===== config.mk =====
export PLATFORM = sky130hd
export DESIGN_NAME = longest_ideal_subsequence_length
export DESIGN_NICKNAME = d
export VERILOG_FILES = /design/src/hw/rtl/lis_pkg.sv /design/src/hw/rtl/lis_datapath.sv /design/src/hw/rtl/lis_ctrl.sv /design/src/hw/rtl/longest_ideal_subsequence_length.sv
export SDC_FILE = /design/constraint.sdc
export NUM_CORES = 1
export LEC_CHECK = 0
export ABC_AREA = 1
export CAP_MARGIN = 20
export CORE_ASPECT_RATIO = 0.5
export CORE_UTILIZATION = 58
export DETAILED_ROUTE_END_ITERATION = 12
export DONT_BUFFER_PORTS = 1
export PLACE_DENSITY_LB_ADDON = 0.1
export RECOVER_POWER = 100
export SLEW_MARGIN = 10
export SYNTH_ARGS = -nofsm -noshare
export SYNTH_HDL_FRONTEND = slang
export SYNTH_HIERARCHICAL = 1
export SYNTH_SLANG_ARGS = --single-unit

===== constraint.sdc =====
create_clock -name clk -period 8.9 [get_ports clk]
set_input_delay 1.78 -clock clk [delete_from_list [all_inputs] [get_ports clk]]
set_output_delay 1.78 -clock clk [all_outputs]
set_load 0.02 [all_outputs]

===== src/hw/rtl/lis_pkg.sv =====
// shared types and constants for the longest ideal subsequence block
package lis_pkg;

	localparam int LETTER_W = 5;
	localparam int GAP_W    = 5;
	localparam int OUT_W    = 16;

	typedef enum logic [2:0] {
		ST_IDLE,
		ST_SCAN,
		ST_DRAIN,
		ST_WRITE,
		ST_DONE
	} lis_state_t;

	// commands from controller to datapath
	typedef struct packed {
		logic accept;
		logic scan_issue;
		logic write_back;
		logic load_out;
	} lis_cmd_t;

	// status from datapath to controller
	typedef struct packed {
		logic in_range;
		logic scan_last;
	} lis_status_t;

endpackage


===== src/hw/rtl/lis_datapath.sv =====
// table memory, window scan, running peak and best length registers
module lis_datapath #(
	parameter int ALPHABET_SIZE = 26,
	parameter int LENGTH_BITS   = 16
) (
	input  logic                          clk,
	input  logic                          arst_n,
	input  lis_pkg::lis_cmd_t             cmd,
	output lis_pkg::lis_status_t          status,
	input  logic [lis_pkg::LETTER_W-1:0]  letter,
	input  logic                          start_new,
	input  logic                          cfg_we,
	input  logic [lis_pkg::GAP_W-1:0]     cfg_gap,
	output logic [lis_pkg::OUT_W-1:0]     best_length
);
	import lis_pkg::*;

	localparam int IDX_W = (ALPHABET_SIZE > 1) ? $clog2(ALPHABET_SIZE) : 1;
	localparam int CMP_W = ((LETTER_W > IDX_W) ? LETTER_W : IDX_W) + 1;
	localparam logic [CMP_W-1:0] LAST_IDX = CMP_W'(ALPHABET_SIZE - 1);

	logic [GAP_W-1:0]       gap_q;
	logic [IDX_W-1:0]       letter_q;
	logic [IDX_W-1:0]       addr_q;
	logic [IDX_W-1:0]       hi_q;
	logic [LENGTH_BITS-1:0] peak_q;
	logic [LENGTH_BITS-1:0] best_q;
	logic [OUT_W-1:0]       out_q;
	logic [ALPHABET_SIZE-1:0] valid_q;
	logic [LENGTH_BITS-1:0] mem_q [ALPHABET_SIZE];
	logic [LENGTH_BITS-1:0] rd_data_s1;
	logic                   rd_ok_s1;
	logic                   rd_pend_s1;

	logic [CMP_W-1:0]       letter_ext;
	logic [CMP_W-1:0]       gap_ext;
	logic [CMP_W-1:0]       sum_ext;
	logic [CMP_W-1:0]       lo_ext;
	logic [CMP_W-1:0]       hi_ext;
	logic [LENGTH_BITS-1:0] rd_masked;
	logic [LENGTH_BITS-1:0] inc;

	// window bounds clipped to the alphabet
	always_comb begin
		letter_ext = CMP_W'(letter);
		gap_ext    = CMP_W'(gap_q);
		sum_ext    = letter_ext + gap_ext;
		lo_ext     = (letter_ext > gap_ext) ? (letter_ext - gap_ext) : '0;
		hi_ext     = (sum_ext > LAST_IDX) ? LAST_IDX : sum_ext;
	end

	assign status.in_range  = (letter_ext <= LAST_IDX);
	assign status.scan_last = (addr_q == hi_q);

	// entries never written since a clear read as zero
	assign rd_masked = rd_ok_s1 ? rd_data_s1 : '0;

	// saturating increment of the window peak
	assign inc = (peak_q == '1) ? peak_q : (peak_q + LENGTH_BITS'(1));

	// gap register
	always_ff @(posedge clk or negedge arst_n) begin
		if (!arst_n) begin
			gap_q <= '0;
		end else if (cfg_we) begin
			gap_q <= cfg_gap;
		end
	end

	// per-entry valid bits, cleared by reset or a start item
	always_ff @(posedge clk or negedge arst_n) begin
		if (!arst_n) begin
			valid_q <= '0;
		end else if (cmd.accept && start_new) begin
			valid_q <= '0;
		end else if (cmd.write_back) begin
			valid_q[letter_q] <= 1'b1;
		end
	end

	// table memory, one write and one registered read port
	always_ff @(posedge clk) begin
		if (cmd.write_back) begin
			mem_q[letter_q] <= inc;
		end
	end

	always_ff @(posedge clk) begin
		rd_data_s1 <= mem_q[addr_q];
		rd_ok_s1   <= valid_q[addr_q];
	end

	// read pending flag follows each issued address
	always_ff @(posedge clk or negedge arst_n) begin
		if (!arst_n) begin
			rd_pend_s1 <= 1'b0;
		end else begin
			rd_pend_s1 <= cmd.scan_issue;
		end
	end

	// scan pointer, window end and latched letter
	always_ff @(posedge clk) begin
		if (cmd.accept) begin
			letter_q <= letter_ext[IDX_W-1:0];
			addr_q   <= lo_ext[IDX_W-1:0];
			hi_q     <= hi_ext[IDX_W-1:0];
		end else if (cmd.scan_issue) begin
			addr_q <= addr_q + IDX_W'(1);
		end
	end

	// running peak over the window
	always_ff @(posedge clk) begin
		if (cmd.accept) begin
			peak_q <= '0;
		end else if (rd_pend_s1 && (rd_masked > peak_q)) begin
			peak_q <= rd_masked;
		end
	end

	// best length since the last start
	always_ff @(posedge clk or negedge arst_n) begin
		if (!arst_n) begin
			best_q <= '0;
		end else if (cmd.accept && start_new) begin
			best_q <= '0;
		end else if (cmd.write_back && (inc > best_q)) begin
			best_q <= inc;
		end
	end

	// output register
	always_ff @(posedge clk) begin
		if (cmd.load_out) begin
			out_q <= OUT_W'(best_q);
		end
	end

	assign best_length = out_q;

endmodule


===== src/hw/rtl/lis_ctrl.sv =====
// controller state machine and output valid flag
module lis_ctrl (
	input  logic                 clk,
	input  logic                 arst_n,
	input  logic                 in_valid,
	output logic                 in_stall,
	output logic                 out_valid,
	input  logic                 out_stall,
	input  lis_pkg::lis_status_t status,
	output lis_pkg::lis_cmd_t    cmd
);
	import lis_pkg::*;

	lis_state_t state_q;
	lis_state_t state_d;
	logic       out_valid_q;
	logic       out_free;

	assign out_free = !out_valid_q || !out_stall;

	// next state
	always_comb begin
		state_d = state_q;
		unique case (state_q)
			ST_IDLE: begin
				if (in_valid) begin
					state_d = status.in_range ? ST_SCAN : ST_DONE;
				end
			end
			ST_SCAN: begin
				if (status.scan_last) begin
					state_d = ST_DRAIN;
				end
			end
			ST_DRAIN: begin
				state_d = ST_WRITE;
			end
			ST_WRITE: begin
				state_d = ST_DONE;
			end
			ST_DONE: begin
				if (out_free) begin
					state_d = ST_IDLE;
				end
			end
			default: begin
				state_d = ST_IDLE;
			end
		endcase
	end

	// commands and handshake outputs
	always_comb begin
		in_stall       = (state_q != ST_IDLE);
		cmd.accept     = (state_q == ST_IDLE) && in_valid;
		cmd.scan_issue = (state_q == ST_SCAN);
		cmd.write_back = (state_q == ST_WRITE);
		cmd.load_out   = (state_q == ST_DONE) && out_free;
	end

	always_ff @(posedge clk or negedge arst_n) begin
		if (!arst_n) begin
			state_q <= ST_IDLE;
		end else begin
			state_q <= state_d;
		end
	end

	// output valid flag
	always_ff @(posedge clk or negedge arst_n) begin
		if (!arst_n) begin
			out_valid_q <= 1'b0;
		end else if (cmd.load_out) begin
			out_valid_q <= 1'b1;
		end else if (!out_stall) begin
			out_valid_q <= 1'b0;
		end
	end

	assign out_valid = out_valid_q;

	// a result never overwrites one still held by the receiver
	a_load_free: assert property (@(posedge clk) disable iff (!arst_n)
		cmd.load_out |-> (!out_valid_q || !out_stall))
		else $error("result loaded over a stalled item");

	// the drain cycle always leads to the write-back
	a_drain_write: assert property (@(posedge clk) disable iff (!arst_n)
		(state_q == ST_DRAIN) |=> (state_q == ST_WRITE))
		else $error("drain not followed by write-back");

	// an out-of-range letter skips the scan
	a_skip_scan: assert property (@(posedge clk) disable iff (!arst_n)
		(cmd.accept && !status.in_range) |=> (state_q == ST_DONE))
		else $error("out-of-range letter entered the scan");

	// write-back only after the last read has been folded in
	a_write_after_drain: assert property (@(posedge clk) disable iff (!arst_n)
		cmd.write_back |-> ($past(state_q) == ST_DRAIN))
		else $error("write-back without drain");

endmodule


===== src/hw/rtl/longest_ideal_subsequence_length.sv =====
// Longest ideal subsequence length: per item (letter, start_new) the block scans the table
// entries inside the window clip(letter - max_gap .. letter + max_gap) through the table's
// single read port, one entry per cycle, then writes back the saturated peak plus one and
// updates the best length. An in-alphabet letter passes through the scan, drain, write and done
// states, the clipped window holding 1 to ALPHABET_SIZE entries, before the next item can be
// taken, and stays in done while the result register is still held; a letter outside the
// alphabet goes straight to done. start_new clears the table and the best value at once through
// per-entry valid bits. max_gap is written through the cfg channel, which is always ready.
module longest_ideal_subsequence_length #(
	parameter int ALPHABET_SIZE = 26,
	parameter int LENGTH_BITS   = 16
) (
	input  logic                         clk,
	input  logic                         arst_n,
	input  logic                         cfg_valid,
	output logic                         cfg_ready,
	input  logic [lis_pkg::GAP_W-1:0]    max_gap,
	input  logic                         in_valid,
	output logic                         in_stall,
	input  logic [lis_pkg::LETTER_W-1:0] letter,
	input  logic                         start_new,
	output logic                         out_valid,
	input  logic                         out_stall,
	output logic [lis_pkg::OUT_W-1:0]    best_length
);
	import lis_pkg::*;

	lis_cmd_t    cmd;
	lis_status_t status;

	assign cfg_ready = 1'b1;

	// controller
	lis_ctrl u_ctrl (
		.clk       (clk),
		.arst_n    (arst_n),
		.in_valid  (in_valid),
		.in_stall  (in_stall),
		.out_valid (out_valid),
		.out_stall (out_stall),
		.status    (status),
		.cmd       (cmd)
	);

	// datapath
	lis_datapath #(
		.ALPHABET_SIZE (ALPHABET_SIZE),
		.LENGTH_BITS   (LENGTH_BITS)
	) u_datapath (
		.clk         (clk),
		.arst_n      (arst_n),
		.cmd         (cmd),
		.status      (status),
		.letter      (letter),
		.start_new   (start_new),
		.cfg_we      (cfg_valid && cfg_ready),
		.cfg_gap     (max_gap),
		.best_length (best_length)
	);

endmodule


# --- Yosys cells after proc, flatten, opt, wreduce, memory -nomap -nowiden ---
# Memories as Yosys holds them, arrays and structs flattened. A register that Yosys moved wholly into a read port is not among the register bits.
# Index checks and enable logic that the tools add are counted.
word_totals:
  ff_bits: 100
  ram_bits: 416
  inputBits: 16
  mem_count: 1
op_classes:
  add_sub_neg: 4
  n_lt_le_gt_ge: 8
  n_eq_ne: 10
  mux: 22
  n_bitwise: 1
  n_reduce_logical: 15
mem_list:
  columns: ["name", "words", "word_bits", "rd", "rd_clocked_by_memory_dff", "write_ports", "line", "rtl"]
  rows:
  - ["u_datapath.mem_q", 26, 16, 1, 1, 1, "lis_datapath.sv:30", "logic [LENGTH_BITS-1:0] mem_q [ALPHABET_SIZE];"]
op_table:
  columns: ["operator", "count"]
  rows:
  - ["16-bit two-way mux", 4]
  - ["26-bit two-way mux", 2]
  - ["16-bit > comparator", 2]
  - ["26-bit OR", 1]
  - ["16-bit by 1-bit adder with 16-bit output, second input constant", 1]
  - ["16-bit == test, second input constant", 1]
  - ["5-bit two-way mux", 3]
  - ["3-bit case mux with 5 select lines", 1]
  - ["5-bit by 6-bit < comparator with 1-bit output, second input constant", 2]
  - ["3-bit two-way mux", 4]
  - ["5-bit by 5-bit adder with 6-bit output", 1]
  - ["3-bit by 2-bit == test with 1-bit output, second input constant", 2]
  - ["6-bit by 5-bit > comparator with 1-bit output, second input constant", 1]
  - ["1-bit logical AND", 6]
  - ["1-bit two-way mux", 6]
  - ["2-bit nonzero test", 3]
  - ["5-bit by 1-bit adder with 5-bit output, second input constant", 1]
  - ["1-bit binary-select mux with 5-bit select", 1]
  - ["1-bit demux with 5-bit select", 1]
  - ["5-bit == test", 1]
  - ["5-bit by 1-bit greater-or-equal comparator with 1-bit output, second input constant", 1]
  - ["5-bit > comparator", 1]
  - ["5-bit less-or-equal comparator, second input constant", 1]
  - ["5-bit subtractor", 1]
  - ["other kinds (9)", 12]

# --- Depth between registers and ports, before layout ---
# Gate-level depths: netlist (run 1).
depth:
  depth_word: 7
  depth_mapped: 21
  mapped_depth_nobuf: 20

# --- Modules after synthesis ---
# Netlist (run 1), hierarchy kept.
modules_own_cells:
  columns: ["module", "n_inst", "cells_each", "area_per_inst_um2"]
  rows:
  - ["lis_datapath", 1, 2063, 22694.3]
  - ["lis_ctrl", 1, 40, 262.8]
  - ["longest_ideal_subsequence_length", 1, 2, 11.3]

# --- Worst setup path before layout (run 1) ---
# No wires, ideal clock.
synth_timing:
  kind: "input -> register"
  startpoint: "input in_valid"
  endpoint: "register u_datapath.valid_q[10]"
  setup_time_ns: 0.132
  arrival_ns: 3.205
  required_ns: 8.768
  setup_slack_ns: 5.563
  cell_stages: 6
  n_path_buf: 1
  cell_sequence: "inv_1 > nor2_1 > nand2_1 > clkinv_1 > clkbuf_1 > nor2_1"
synth_rtl:
  columns: ["element", "line", "rtl"]
  rows:
  - ["start: declaration", "longest_ideal_subsequence_length.sv:18", "input logic in_valid,"]
  - ["end signal: assignment", "lis_datapath.sv:73", "valid_q <= '0;"]
  - ["end signal: assignment", "lis_datapath.sv:75", "valid_q <= '0;"]
  - ["end signal: indexed assignment", "lis_datapath.sv:77", "valid_q[letter_q] <= 1'b1;"]
  - ["end: declaration", "lis_datapath.sv:29", "logic [ALPHABET_SIZE-1:0] valid_q;"]

# --- Final worst setup path (run 1) ---
layout_timing:
  startpoint: "register u_datapath.peak_q[0]"
  endpoint: "register u_datapath.best_q[14]"
layout_via:
  elab_chain_cells: 5
  elab_cells_between_ends: 8
layout_lines:
  columns: ["element", "line", "rtl"]
  rows:
  - ["start: declaration", "lis_datapath.sv:26", "logic [LENGTH_BITS-1:0] peak_q;"]
  - ["start signal: assignment", "lis_datapath.sv:118", "peak_q <= rd_masked;"]
  - ["16-bit by 1-bit adder with 16-bit output / 16-bit == test (equally long branches)", "lis_datapath.sv:59", "assign inc = (peak_q == '1) ? peak_q : (peak_q + LENGTH_BITS'(1));"]
  - ["16-bit two-way mux *", "lis_datapath.sv:59", null]
  - ["via u_datapath.inc[5]", "lis_datapath.sv:41", "logic [LENGTH_BITS-1:0] inc;"]
  - ["16-bit > comparator *", "lis_datapath.sv:128", "end else if (cmd.write_back && (inc > best_q)) begin"]
  - ["1-bit logical AND *", "lis_datapath.sv:128", null]
  - ["2-bit nonzero test (no source line) *", null, null]
  - ["end signal: assignment", "lis_datapath.sv:129", "best_q <= inc;"]
  - ["end: declaration", "lis_datapath.sv:27", "logic [LENGTH_BITS-1:0] best_q;"]
# The timed path passes the listed nets; every way through them passes the cells marked *. The select of a mux whose other input is x is not followed.
# A chain may end at the register's enable or synchronous reset.

==> impl_metrics.csv, run 1 <==
group,metric,value,unit
placement,placed_cell_area,23500,µm²
sta,fin_crit,5.74,ns
setup_path,path_common_cell,"nor2_1",
clock_tree,clock-sinks,532,
sta,finalSetupViolations,0,
sta,fmax,0.174,GHz
routing,routed_wl,57.2,mm
clock_tree,clockBufferDepth,3,
routing,drt_pass1_iterations,8,
yosys,syn_area_per_cell,10.9,µm²
yosys,synth_nets,2167,
cells_and_area,fin_nets,2157,
worst_hold_path,hp-class,"register to register",
sta,rsz0062_at_grt,"false",
yosys,netlist.area_leader.share,58.4,%
cells_and_area,drive_above_1_share,4.45,%
setup_path,critPathLaunchType,"register",
clock_tree,clk_pin_slew,0.07,ns
clock_tree,htreeDepth,2,
floorplan,initial_core_util,59.0,%
floorplan,placementRows,51,
routing,drtAntennaViolNets,0,
routing,vias,15400,
grt,grt_pass1_wl,85.0,mm
sta,worst_pin_slew,3.13,ns
sta,finalSetupTns,0,ns
clock_tree,numCtsBuffers,46,
cells_and_area,fin_area,24600,µm²
clock_tree,cts_tree,"done",
setup_path,worstPathArrival,6.19,ns
sta,slew_headroom,-108,%
yosys,ys_seq_area_share,67.0,%
cells_and_area,antenna_cells,0,
flow_run,maxCapViolCount,15,
sta,hold_viol,0,
placement,place_hpwl,32.8,mm
yosys,ys_top_cells_by_count,"edfxtp_1 (447), nor2_1 (408), nand2_1 (290)",
routing,viasPerCell,5.80,
floorplan,fp.dieH,143,µm
yosys,syn_area,23000,µm²
floorplan,io_pins,35,
clock_tree,worst_skew_pair.late_latency,0.58,ns
cells_and_area,fill_cells,3100,
yosys,synth_top_area_cell,"edfxtp_1",
status,status,"finished, violations left",
routing,wl_per_cell,21.5,µm
setup_path,crit_chain,"ha_1 > nand2_1 > nor2_1 > nand2_2 > nor2_1 > inv_1 > o21ai_0 > clkbuf_1 > ha_1 > nand2_1 > nor2_1 > nand4_1 > nor2_1 > nor2_1 > nand2_1 > nand3_1 > nand2_1",
power_and_ir_drop,power.total,8.60,mW
grt,first_global_vias,14100,
power_and_ir_drop,power_density,349,nW/µm²
clock_tree,postCtsHoldBufs,0,
placement,gp_congestion,0.844,
power_and_ir_drop,vdd_drop_max,329,µV
clock_tree,post_cts_buffers,0,
setup_path,crit_type,"register to register",
yosys,synth-edff-count,447,
grt,grt_max_degree,99,
sta,period_share,64.5,%
yosys,synthCells,2105,
setup_path,cpPeakStageDelay,1.31,ns
sta,finalMaxSlewViolations,418,
setup_path,crit_family,"simple AND/OR/NAND/NOR gates",
yosys,synthArstFlopShare,9.77,%
grt,grt_antenna_before_repair,1,
sta,finClkSkew,0.0177,ns
setup_path,crit_required,9.34,ns
floorplan,core_region_area,38900,µm²
setup_path,cp_max_fo,28,
grt,grt_usage,28.4,%
yosys,yosys_warnings,6,
yosys,synthFlopType,"edfxtp_1",
grt,grt_remaining_overflow,0,
yosys,yosysMostFrequentCell,"edfxtp_1",
setup_path,critPathSlowestCell,"clkbuf_1",
clock_tree,cts.repair.resized,0,
setup_path,cp.buffers_inverters,2,
floorplan,dieArea,40400,µm²
cells_and_area,area_growth,7.20,%
placement,io_buffers,0,
power_and_ir_drop,p_leak,9.24,nW
setup_path,cp-end-kind,"register",
status,violations,"max-capacitance violations, max-slew violations",
routing,drc,0,
clock_tree,cts-root-buf,"clkbuf_16",
yosys,synth.distinct_cells,44,
yosys,ys_seq_elements,532,
routing,drt_iter0_drc,1537,
yosys,synth_area_leaders,"edfxtp_1 (58%), nor2_1 (6.7%), dfrtp_1 (5.7%), nand2_1 (4.7%), o21ai_0 (3.8%)",
floorplan,die-width,283,µm
report_power, final:
group	internal, mW	switching, mW
combinational	0.876	2.43
clock	0.963	0.894
sequential	3.25	0.186
cell type report:
cell class | count | area, µm² | area share, %
flip-flops and latches | 532 | 15400 | 62.5
multi-input cells | 1308 | 6400 | 26.0
clock buffers | 61 | 1210 | 4.90
well taps | 530 | 663 | 2.69
inverters | 155 | 587 | 2.38
repair buffers | 52 | 244 | 0.991
clock inverters | 25 | 138 | 0.559
logic make-up after synthesis:
family / Yosys count / synth area share (%)
AO/OA/AOI/OAI: 397 / 9.83
other: 1 / 0.0163
flip-flops: 532 / 67.0
AND/OR/NAND/NOR: 850 / 15.0
buffers and inverters: 265 / 4.99
adder cells (fa/ha/maj): 46 / 2.57
multiplexers: 1 / 0.0490
XOR/XNOR: 13 / 0.528
per-stage QoR:
stage / utilization, % / instances / hold WS [ns] / worst slack, ns
finish: 63.3 / 2663 / 0.488 / 3.16
global route: 63.3 / 2663 / 0.503 / 2.76
CTS: 63.8 / 2663 / 0.491 / 4.96
detailed placement: 60.3 / 2577 / 0.470 / 4.64
global placement: 60.3 / 2577 / 0.470 / 4.71
floorplan: - / 2105 / 0.447 / 5.56
cell usage in the layout, fill, tap and decap left out, types with 20 or more instances in the layout:
cell and count:
edfxtp_1 447, dfxtp_1 33, o21ai_1 50, a21oi_1 61, dfrtp_1 52, ha_1 44, nand4_1 20, o211ai_1 52
o22ai_1 26, nor2_1 411, clkbuf_1 54, inv_1 147, clkbuf_16 46, o21ai_0 180, nand2_1 297, nand3_1 96
sequential cells by signal, indices dropped and copies added (netlist names):
| register | count |
|---|---|
| u_ctrl/out_valid | 1 |
| u_ctrl/state_q | 3 |
| u_datapath/addr_q | 5 |
| u_datapath/best_length | 16 |
| u_datapath/best_q | 16 |
| u_datapath/gap_q | 5 |
| u_datapath/hi_q | 5 |
| u_datapath/letter_q | 5 |
| u_datapath/mem_q | 416 |
| u_datapath/peak_q | 16 |
| u_datapath/rd_data_s1 | 16 |
| u_datapath/rd_ok_s1 | 1 |
| u_datapath/rd_pend_s1 | 1 |
| u_datapath/valid_q | 26 |
metal layers:
layer / up-vias / wire [µm] / global-route usage [%]
li1: 7253 / - / -
met1: 7427 / 25300 / 42.1
met2: 671 / 24900 / 42.7
met3: 83 / 5860 / 6.53
met4: 0 / 1200 / 7.20
met5: - / 0 / 0
final timing paths:
path,startpoint,endpoint,slack [ns],cells past startpoint
max in group asynchronous,arst_n,u_datapath/valid_q[17],7.89,0
max reg2reg,u_datapath/peak_q[0],u_datapath/best_q[14],3.16,17
min reg2reg,u_datapath/best_q[9],u_datapath/best_length[9],0.49,0
min,u_datapath/best_q[9],u_datapath/best_length[9],0.49,0
min in group asynchronous,arst_n,u_datapath/best_q[2],0.89,0
max,u_datapath/peak_q[0],u_datapath/best_q[14],3.16,17
No activity file was read; power rests on OpenSTA's default activity.
==> run 2, diff against run 1 <==
clock period = 5.64 ns   (was 8.9 ns; I/O delays follow)
==> impl_metrics.csv, run 2 (same netlist as run 1, synthesis figures left out) <==
group,metric,value,unit
setup_path,cp_max_fo,28,
grt,grt_max_degree,184,
routing,vias,15500,
worst_hold_path,hp-class,"input pin to async pin",
sta,finalMaxSlewViolations,322,
sta,finalSetupViolations,0,
cells_and_area,regMostFlops,"u_datapath/mem_q",
sta,worst_pin_slew,2.64,ns
sta,period_share,80.8,%
power_and_ir_drop,netSwitchingFraction,40.2,%
routing,drt_pass1_iterations,6,
grt,grt_usage,29.2,%
placement,place_hpwl,33.3,mm
clock_tree,clk_pin_slew,0.07,ns
sta,finClkSkew,0.0113,ns
cells_and_area,antenna_cells,0,
floorplan,fp.dieH,143,µm
clock_tree,cts.repair.resized,0,
power_and_ir_drop,vdd_drop_max,534,µV
cells_and_area,fin_area,24800,µm²
status,violations,"max-capacitance violations, max-slew violations",
sta,rsz0062_at_grt,"false",
setup_path,worstPathArrival,5.00,ns
cells_and_area,ff_latch_area,15400,µm²
power_and_ir_drop,power_density,553,nW/µm²
grt,grt_remaining_overflow,0,
power_and_ir_drop,p_int,8.20,mW
grt,first_global_vias,14300,
setup_path,cp-end-kind,"register",
floorplan,dieArea,40400,µm²
clock_tree,htreeDepth,2,
placement,placed_cell_area,23500,µm²
grt,grt_antenna_before_repair,0,
floorplan,initial_core_util,59.0,%
routing,drt_iter0_drc,1862,
clock_tree,post_cts_buffers,0,
power_and_ir_drop,clkPwrFrac,22.6,%
cells_and_area,reg_top3,"u_datapath/mem_q: 416 flops, u_datapath/valid_q: 26 flops",
clock_tree,postCtsHoldBufs,0,
flow_run,maxCapViolCount,16,
cells_and_area,drive_above_1_share,4.98,%
clock_tree,clockBufferDepth,3,
power_and_ir_drop,comb_power_share,37.7,%
cells_and_area,largest_register_ff_count,416,
routing,drtAntennaViolNets,0,
sta,setup_ws,1.09,ns
routing,drc,0,
setup_path,critPathLaunchType,"register",
clock_tree,clock-sinks,532,
sta,slew_headroom,-76.9,%
cells_and_area,layout_common_cells,"edfxtp_1 (447), nor2_1 (407), nand2_1 (298), o21ai_0 (182), inv_1 (146)",
placement,io_buffers,0,
floorplan,die-width,283,µm
power_and_ir_drop,power_frac_seq,39.7,%
clock_tree,cts_tree,"done",
sta,fin_crit,4.55,ns
routing,viasPerCell,5.84,
routing,wl_per_cell,22.1,µm
clock_tree,cts-root-buf,"clkbuf_16",
cells_and_area,multi_input_area,6420,µm²
sta,fmax,0.220,GHz
sta,finalSetupTns,0,ns
clock_tree,numCtsBuffers,46,
cells_and_area,area_growth,7.93,%
cells_and_area,fin_nets,2155,
floorplan,core_region_area,38900,µm²
placement,post-place-ws,1.91,ns
setup_path,crit_type,"register to register",
sta,hold_viol,0,
grt,grt_pass1_wl,86.8,mm
cells_and_area,fill_cells,3072,
power_and_ir_drop,power_switching,5.51,mW
placement,gp_congestion,0.879,
power_and_ir_drop,p_leak,9.31,nW
clock_tree,worst_skew_pair.late_latency,0.57,ns
floorplan,placementRows,51,
status,status,"finished, violations left",
cells_and_area,layout_commonest_cell,"edfxtp_1",
routing,routed_wl,58.8,mm
floorplan,io_pins,35,
setup_path,crit_required,6.08,ns
run 2: cell count changes in the layout (fill, tap and decap cells not counted), sizes merged:
cell,delta
clkinv,-1
clkbuf,-8
buf,+3
clkinvlp,+1
bufinv,+2
run 2: worst max-delay path: stages, from the launching register on:
cell and delay, ns:
dfxtp_1 0.41, ha_1 0.19, nand2_1 0.10, nor2_4 0.12, nand2_1 0.12, nor2_4 0.20, xor2_2 0.14, clkbuf_1 1.26
inv_1 0.13, ha_1 0.36, nand4_1 0.10, nor2_1 0.05, nor2_2 0.48, nand2_1 0.50, nand3_1 0.19, nand2_1 0.07
run 2: area by class of cell:
cell class | instances | area share, %
Multi-Input combinational cell | 1308 | 25.9
Timing Repair Buffer | 50 | 1.15
Sequential cell | 532 | 62.1
Inverter | 155 | 2.37
Clock buffer | 58 | 5.12
Clock inverter | 27 | 0.732
Tap cell | 530 | 2.68
run 2: worst paths after layout:
check                      slack (ns)                        end                 start  depth (start not counted)
min in group clk                 0.49  u_datapath/best_length[5]  u_datapath/best_q[5]                          0
setup / recovery                 1.09       u_datapath/best_q[8]  u_datapath/peak_q[0]                         15
hold reg to reg                  0.49  u_datapath/best_length[5]  u_datapath/best_q[5]                          0
max in group asynchronous        5.26     u_datapath/valid_q[15]                arst_n                          0
hold / removal                   0.25        u_datapath/gap_q[0]                arst_n                          0
setup reg to reg                 1.09       u_datapath/best_q[8]  u_datapath/peak_q[0]                         15
run 2: metrics by stage:
stage / utilization [%] / power, mW / hold WS [ns] / std cells
CTS: 64.1 / 13.7 / 0.228 / 2660
finish: 63.7 / 13.7 / 0.254 / 2660
global route: 63.7 / 14.5 / 0.229 / 2660
global placement: 60.4 / 10.6 / 0.470 / 2574
detailed placement: 60.4 / 10.6 / 0.474 / 2575
floorplan: - / 8.96 / 0.447 / 2105
run 2: power groups by stage:
stage | clock network [mW] | logic, mW | registers, mW
global route | 3.28 | 5.75 | 5.49
floorplan | 0 | 3.60 | 5.36
global placement | 0 | 5.11 | 5.49
detailed placement | 0 | 5.14 | 5.50
CTS | 3.12 | 5.18 | 5.42
finish | 3.10 | 5.17 | 5.45
run 2: layer usage:
metal / vias to the layer above / part of all wire (%) / track usage [%] / wire, µm
met4: 0 / 2.3 / 7.91 / 1350
met3: 86 / 9.9 / 5.59 / 5850
li1: 7260 / - / - / -
met5: - / 0 / 0 / 0
met2: 605 / 43 / 43.9 / 25500
met1: 7586 / 44 / 43.9 / 26100
